**config.mk**
```make
export PLATFORM = sky130hd
export DESIGN_NAME = vwlm_ctrl
export DESIGN_NICKNAME = d
export VERILOG_FILES = /design/src/rtl/vwlm_pkg.sv /design/src/rtl/vwlm_ctrl.sv
export VERILOG_INCLUDE_DIRS = /design/src /design/src/rtl
export SDC_FILE = /design/constraint.sdc
export NUM_CORES = 1
export LEC_CHECK = 0
export BUFFER_PORTS_ARGS = -buffer_cell sky130_fd_sc_hd__clkbuf_2
export CAP_MARGIN = 15
export CORE_AREA = 2 2 39 41
export CTS_CLUSTER_DIAMETER = 120
export DETAILED_ROUTE_END_ITERATION = 16
export DIE_AREA = 0 0 41 43
export GPL_TIMING_DRIVEN = 0
export PLACE_DENSITY = 0.73
export SYNTH_ARGS = -nofsm -noshare
export SYNTH_HDL_FRONTEND = slang
export SYNTH_SLANG_ARGS = --single-unit
```
**constraint.sdc**
```tcl
create_clock -name aclk -period 2.9 [get_ports aclk]
set_clock_uncertainty 0.1 [all_clocks]
set_input_delay 0.58 -clock aclk [delete_from_list [all_inputs] [get_ports aclk]]
set_output_delay 0.58 -clock aclk [all_outputs]
set_load 0.1 [all_outputs]
```
**src/rtl/assert_macros.svh**
```systemverilog
// Assertion macros shared by the level meter RTL.
// Each macro expects aclk and aresetn to be visible in the calling module.
`ifndef ASSERT_MACROS_SVH
`define ASSERT_MACROS_SVH

// Property checked on every rising clock edge outside reset.
`define ASSERT_CLK(label, prop, msg) \
    label: assert property (@(posedge aclk) disable iff (!aresetn) (prop)) \
        else $error(msg);

// Condition that must never hold outside reset.
`define ASSERT_NEVER(label, cond, msg) \
    label: assert property (@(posedge aclk) disable iff (!aresetn) !(cond)) \
        else $error(msg);

`endif

```
**src/rtl/vwlm_pkg.sv**
```systemverilog
// Shared types and constants for the voiced window level meter.
// No dependencies; imported by vwlm_ctrl, vwlm_datapath and the top level.
`timescale 1ns / 1ps

package vwlm_pkg;

    localparam int WINDOWS_NEEDED = 16;
    localparam int SAMPLE_BITS    = 24;

    // field widths
    localparam int FUNC_W    = 2;
    localparam int SAMPLE_W  = 24;
    localparam int MODE_W    = 2;
    localparam int KCNT_W    = 7;
    localparam int SUM_W     = 62;
    localparam int LEN_W     = 16;
    localparam int CREST_W   = 16;

    // stream packing
    localparam int S_TDATA_W = 2 * SAMPLE_W;
    localparam int S_TUSER_W = FUNC_W + 1;
    localparam int M_FIELD_W = MODE_W + KCNT_W + SUM_W;
    localparam int M_TDATA_W = ((M_FIELD_W + 7) / 8) * 8;
    localparam int M_PAD_W   = M_TDATA_W - M_FIELD_W;

    // configuration port
    localparam int CFG_ADDR_W = 2;
    localparam int CFG_DATA_W = SUM_W;
    localparam logic [CFG_ADDR_W-1:0] REG_WINDOW_LENGTH = 2'd0;
    localparam logic [CFG_ADDR_W-1:0] REG_FLOOR_SUM     = 2'd1;
    localparam logic [CFG_ADDR_W-1:0] REG_CREST_RATIO   = 2'd2;

    localparam logic [LEN_W-1:0]   WINDOW_LENGTH_RST = 16'd2048;
    localparam logic [CREST_W-1:0] CREST_RATIO_RST   = 16'd2560;

    // datapath arithmetic
    localparam int PSQ_W       = 2 * SAMPLE_BITS;        // squared magnitude
    localparam int PSQ_HALF_W  = SAMPLE_BITS;
    localparam int SUM_HALF_W  = (SUM_W + 1) / 2;
    localparam int MUL_A_W     = SUM_HALF_W;
    localparam int MUL_B_W     = SAMPLE_BITS;
    localparam int PROD_W      = MUL_A_W + MUL_B_W;
    localparam int CREST_FRAC  = 8;                      // Q8.8 ratio
    localparam int LHS_W       = PSQ_W + LEN_W;
    localparam int RHS_W       = SUM_W + CREST_W;

    // kept window store and median walk
    localparam int KIDX_W      = (WINDOWS_NEEDED > 1) ? $clog2(WINDOWS_NEEDED) : 1;
    localparam int SCNT_W      = $clog2(WINDOWS_NEEDED + 1) + 1;
    localparam int MEDIAN_RANK = WINDOWS_NEEDED / 2;

    typedef enum logic [FUNC_W-1:0] {
        FUNC_FRAME  = 2'd0,
        FUNC_START  = 2'd1,
        FUNC_CANCEL = 2'd2,
        FUNC_TAKE   = 2'd3
    } func_t;

    typedef enum logic [MODE_W-1:0] {
        MODE_IDLE   = 2'd0,
        MODE_LISTEN = 2'd1,
        MODE_DONE   = 2'd2
    } mode_t;

    typedef enum logic [4:0] {
        ST_IDLE,
        ST_DECODE,
        ST_SQ_R,
        ST_SQ_SUM,
        ST_FRAME,
        ST_WIN_TEST,
        ST_CREST1,
        ST_CREST2,
        ST_CREST3,
        ST_CREST4,
        ST_CREST5,
        ST_DECIDE,
        ST_KEPT_TEST,
        ST_MED_LOAD,
        ST_MED_CAND,
        ST_MED_SCAN,
        ST_MED_TEST,
        ST_RESULT
    } state_t;

    typedef enum logic [4:0] {
        OP_NONE,
        OP_CAPTURE,
        OP_START,
        OP_CANCEL,
        OP_TAKE,
        OP_SQ_L,
        OP_SQ_R,
        OP_SQ_SUM,
        OP_FRAME,
        OP_PK_SQ,
        OP_CREST1,
        OP_CREST2,
        OP_CREST3,
        OP_CREST4,
        OP_CREST5,
        OP_DECIDE,
        OP_MED_INIT,
        OP_MED_LOAD,
        OP_MED_CAND,
        OP_MED_SCAN,
        OP_MED_STORE,
        OP_MED_NEXT,
        OP_RESULT
    } dp_op_t;

    typedef struct packed {
        func_t func;
        logic  listening;
        logic  win_full;
        logic  kept_full;
        logic  scan_last;
        logic  med_hit;
        logic  med_last;
        logic  out_free;
    } dp_status_t;

endpackage

```
**src/rtl/vwlm_ctrl.sv**
```systemverilog
// Sequencer of the level meter: one item at a time through decode, frame
// accumulate, window close and median walk. Depends on vwlm_pkg, assert_macros.svh.
`timescale 1ns / 1ps
`include "assert_macros.svh"

module vwlm_ctrl (
    input  logic                 aclk,
    input  logic                 aresetn,
    input  logic                 s_tvalid,
    output logic                 s_tready,
    input  vwlm_pkg::dp_status_t status,
    output vwlm_pkg::dp_op_t     op
);
    import vwlm_pkg::*;

    state_t state_reg, state_next;

    always_ff @(posedge aclk) begin
        if (!aresetn) begin
            state_reg <= ST_IDLE;
        end else begin
            state_reg <= state_next;
        end
    end

    always_comb begin
        state_next = state_reg;
        unique case (state_reg)
            ST_IDLE:      if (s_tvalid) state_next = ST_DECODE;
            ST_DECODE: begin
                if (status.func == FUNC_FRAME && status.listening) begin
                    state_next = ST_SQ_R;
                end else begin
                    state_next = ST_RESULT;
                end
            end
            ST_SQ_R:      state_next = ST_SQ_SUM;
            ST_SQ_SUM:    state_next = ST_FRAME;
            ST_FRAME:     state_next = ST_WIN_TEST;
            ST_WIN_TEST:  state_next = status.win_full ? ST_CREST1 : ST_RESULT;
            ST_CREST1:    state_next = ST_CREST2;
            ST_CREST2:    state_next = ST_CREST3;
            ST_CREST3:    state_next = ST_CREST4;
            ST_CREST4:    state_next = ST_CREST5;
            ST_CREST5:    state_next = ST_DECIDE;
            ST_DECIDE:    state_next = ST_KEPT_TEST;
            ST_KEPT_TEST: state_next = status.kept_full ? ST_MED_LOAD : ST_RESULT;
            ST_MED_LOAD:  state_next = ST_MED_CAND;
            ST_MED_CAND:  state_next = ST_MED_SCAN;
            ST_MED_SCAN:  if (status.scan_last) state_next = ST_MED_TEST;
            ST_MED_TEST: begin
                state_next = (status.med_hit || status.med_last) ? ST_RESULT : ST_MED_LOAD;
            end
            ST_RESULT:    if (status.out_free) state_next = ST_IDLE;
            default:      state_next = ST_IDLE;
        endcase
    end

    always_comb begin
        op = OP_NONE;
        unique case (state_reg)
            ST_IDLE:      op = s_tvalid ? OP_CAPTURE : OP_NONE;
            ST_DECODE: begin
                unique case (status.func)
                    FUNC_START:  op = OP_START;
                    FUNC_CANCEL: op = OP_CANCEL;
                    FUNC_TAKE:   op = OP_TAKE;
                    FUNC_FRAME:  op = status.listening ? OP_SQ_L : OP_NONE;
                    default:     op = OP_NONE;
                endcase
            end
            ST_SQ_R:      op = OP_SQ_R;
            ST_SQ_SUM:    op = OP_SQ_SUM;
            ST_FRAME:     op = OP_FRAME;
            ST_WIN_TEST:  op = OP_PK_SQ;
            ST_CREST1:    op = OP_CREST1;
            ST_CREST2:    op = OP_CREST2;
            ST_CREST3:    op = OP_CREST3;
            ST_CREST4:    op = OP_CREST4;
            ST_CREST5:    op = OP_CREST5;
            ST_DECIDE:    op = OP_DECIDE;
            ST_KEPT_TEST: op = OP_MED_INIT;
            ST_MED_LOAD:  op = OP_MED_LOAD;
            ST_MED_CAND:  op = OP_MED_CAND;
            ST_MED_SCAN:  op = OP_MED_SCAN;
            ST_MED_TEST: begin
                op = (status.med_hit || status.med_last) ? OP_MED_STORE : OP_MED_NEXT;
            end
            ST_RESULT:    op = status.out_free ? OP_RESULT : OP_NONE;
            default:      op = OP_NONE;
        endcase
    end

    // no item is taken while reset is held
    assign s_tready = aresetn && (state_reg == ST_IDLE);

    `ASSERT_CLK(a_accept_decode, (s_tvalid && s_tready) |=> (state_reg == ST_DECODE), "accept lost")
    `ASSERT_CLK(a_median_full, (state_reg == ST_MED_LOAD) |-> status.kept_full, "median walk on partial set")
    `ASSERT_CLK(a_result_free, (op == OP_RESULT) |-> status.out_free, "result overwritten")

endmodule

```
==> impl_metrics.sql <==
INSERT INTO impl_metrics (metric_group, metric, value, unit) VALUES
('timing', 'drv_slew', '0', ''),
('grt', 'grt_pass1_wl', '2504', 'um'),
('place', 'place_hpwl', '1225', 'um'),
('clock_tree', 'cts_tree', 'done', ''),
('route', 'firstDrtPassIters', '4', ''),
('place', 'gp_congestion', '0.8669', ''),
('synth', 'synth_cells', '88', ''),
('route', 'detail_route.drc_violations', '0', ''),
('worst_setup_path', 'crit_type', 'register to output pin', ''),
('clock_tree', 'cts.repair_timing.setup_buffer_count', '0', ''),
('flow_run', 'drv.max_cap_violation_count', '0', ''),
('synth', 'async_flop_share', '0', '%'),
('synth', 'largest_family_of_logic_cells_by_synthesized_area', 'simple AND/OR/NAND/NOR gates', ''),
('route', 'wl_per_cell', '12.74', 'um'),
('synth', 'synth_largest_type_area_fraction', '16.84', '%'),
('finish', 'area_delta_synth_final', '25.05', '%'),
('synth', 'synth.area.mux_share', '1.684', '%'),
('timing', 'final.min_clock_period', '2617', 'ps'),
('die', 'core-area', '1384', 'um^2'),
('synth', 'synth.cell_area', '594.3', 'um^2'),
('synth', 'synthDistinctLibCells', '33', ''),
('die', 'die-area', '1763', 'um^2'),
('timing', 'timing.slew.headroom', '64.62', '%'),
('clock_tree', 'cts.root.buffer_cell', 'clkbuf_4', ''),
('grt', 'grt_util_all_layers', '20.42', '%'),
('route', 'vias', '718', ''),
('grt', 'grt_max_degree', '11', ''),
('timing', 'period_share', '90.24', '%'),
('grt', 'grt_pass1_vias', '607', ''),
('worst_setup_path', 'crit_fanout', '10', ''),
('finish', 'design.final.nets', '125', ''),
('synth', 'ys_top_cells_by_area', 'dfxtp_1 (17%), a21oi_1 (6.7%), ha_1 (6.3%)', ''),
('finish', 'layout_cells_sized_above_1', '26.61', '%'),
('clock_tree', 'htreeDepth', '1', ''),
('synth', 'yosys_register_bits', '5', ''),
('clock_tree', 'cts_resized', '0', ''),
('die', 'die_width', '41', 'um'),
('route', 'route.final.wire_length', '1592', 'um'),
('finish', 'layout.cells.most_common_list', 'clkbuf_2 (17), nor2_1 (9), a21oi_1 (8)', ''),
('place', 'placement.io_buffers', '17', ''),
('clock_tree', 'post_cts_hold_buffer_count', '0', ''),
('synth', 'synth_edf_count', '0', ''),
('finish', 'antenna_cells_inserted', '0', ''),
('worst_setup_path', 'arrival', '1940', 'ps'),
('timing', 'timing.final.hold_violations', '0', ''),
('finish', 'largest_register_ff_count', '5', ''),
('clock_tree', 'clock_pin_slew_worst_setup_and_hold_paths', '40', 'ps'),
('route', 'viasPerCell', '5.744', ''),
('die', 'rows', '14', ''),
('synth', 'syn_avg_cell_area', '6.754', 'um^2'),
('synth', 'yosys_warnings', '0', ''),
('synth', 'synth_fa_ha_area_share', '6.316', '%'),
('worst_setup_path', 'critical_path_required', '2220', 'ps'),
('finish', 'post_layout_util', '53.71', '%'),
('synth', 'synth-compound-area-share', '29.47', '%'),
('die', 'starting_utilization_of_the_core_area', '42.95', '%'),
('synth', 'synth_sequential_area_ratio', '16.84', '%'),
('finish', 'layout_commonest_cell', 'clkbuf_2', ''),
('synth', 'synth_area_leader_cell', 'dfxtp_1', ''),
('synth', 'synthesized_area_fraction_occupied_by_xor_and_xnor_cells', '2.947', '%'),
('clock_tree', 'clock_sink_count', '5', ''),
('grt', 'grt_antenna_before_repair', '0', ''),
('timing', 'max_slew.worst_pin.slew', '526.7', 'ps'),
('synth', 'synthSimpleGateAreaFrac', '35.37', '%'),
('clock_tree', 'max-clock-path-buffers', '2', ''),
('die', 'die_height', '43', 'um'),
('worst_setup_path', 'timing.critical_path.from_type', 'register', ''),
('synth', 'synth_top_flop_cell', 'dfxtp_1', ''),
('die', 'pin_count', '18', ''),
('route', 'postRouteAntennaNets', '0', ''),
('timing', 'maxClockFrequency', '382.1', 'MHz'),
('timing', 'setup_violations', '0', ''),
('run_status', 'run_status', 'finished clean', ''),
('timing', 'rsz_0062_raised_after_global_routing', 'false', ''),
('grt', 'total_congestion_overflow', '0', ''),
('route', 'detail_route.iter0.violations', '26', ''),
('min_path', 'class_of_the_most_critical_hold_timing_path', 'input port to register', ''),
('clock_tree', 'clock_latency_late_sink', '240', 'ps'),
('synth', 'syn-num-nets', '103', ''),
('worst_setup_path', 'cp-end-kind', 'output pin', ''),
('clock_tree', 'total_clock_buffers_created_by_cts', '3', '');
-- synth_stat cells (all sizes together), types with 3 or more instances --
| cell | number |
|---|---|
| nor2 | 9 |
| a21oi | 8 |
| nand2 | 7 |
| nor3 | 7 |
| buf | 5 |
| dfxtp | 5 |
| nand3 | 4 |
| o21ai | 4 |
| a31oi | 3 |
| ha | 3 |
| inv | 3 |
| nand3b | 3 |
-- logic make-up (layout without fill, tap and decap cells) --
group           after synthesis  count (layout)
fa+ha+maj                     3               3
xor+xnor                      2               2
buf+inv                      10              31
simple gates                 40              40
mux                           1               1
flops                         5               5
compound gates               27              27
-- final timing paths --
kind | startpoint | to | slack (ps) | cells past startpoint
max | state_reg[4] | op[1] | 280 | 5
max reg2reg | state_reg[4] | state_reg[4] | 1170 | 5
min reg2reg | state_reg[2] | state_reg[1] | 680 | 3
min | aresetn | state_reg[2] | 560 | 2
-- metrics by stage --
stage	instance area, um^2	instances	TNS, ps	hold WS (ps)	setup slack, ps
floorplan	611.8	88	-189.0	596.3	-189.0
finish	743.2	125	0	555.8	283.0
detailed placement	716.9	121	0	669.1	354.3
global route	743.2	125	0	555.5	160.8
global placement	716.9	121	0	656.4	415.4
CTS	743.2	125	0	550.4	292.1
-- critical path, cell delays in order (launching register included) --
cell and delay [ps]:
dfxtp_1 300, buf_2 200, clkbuf_1 430, nand3_1 160, o22ai_2 140, clkbuf_2 480
-- final cells by class --
cell class / instances / area [um^2]
plain buffers: 7 / 32.53
repair buffers: 17 / 85.08
flip-flops and latches: 5 / 100.1
multi-input cells: 73 / 467.9
fillers: 143 / 640.6
well taps: 16 / 20.02
clock buffers: 4 / 26.28
inverters: 3 / 11.26
-- per-layer routing --
layer / global-route usage, % / part of all wire (%) / vias up
met3: 4.712 / 6.3 / 0
li1: - / - / 366
met1: 27.51 / 46 / 324
met2: 33.13 / 48 / 28
met4: 2.000 / 0 / 0
met5: 0 / 0 / -
Power is not shown: default switching activity piles up to over one toggle a cycle in this logic, so the estimate is an artifact.
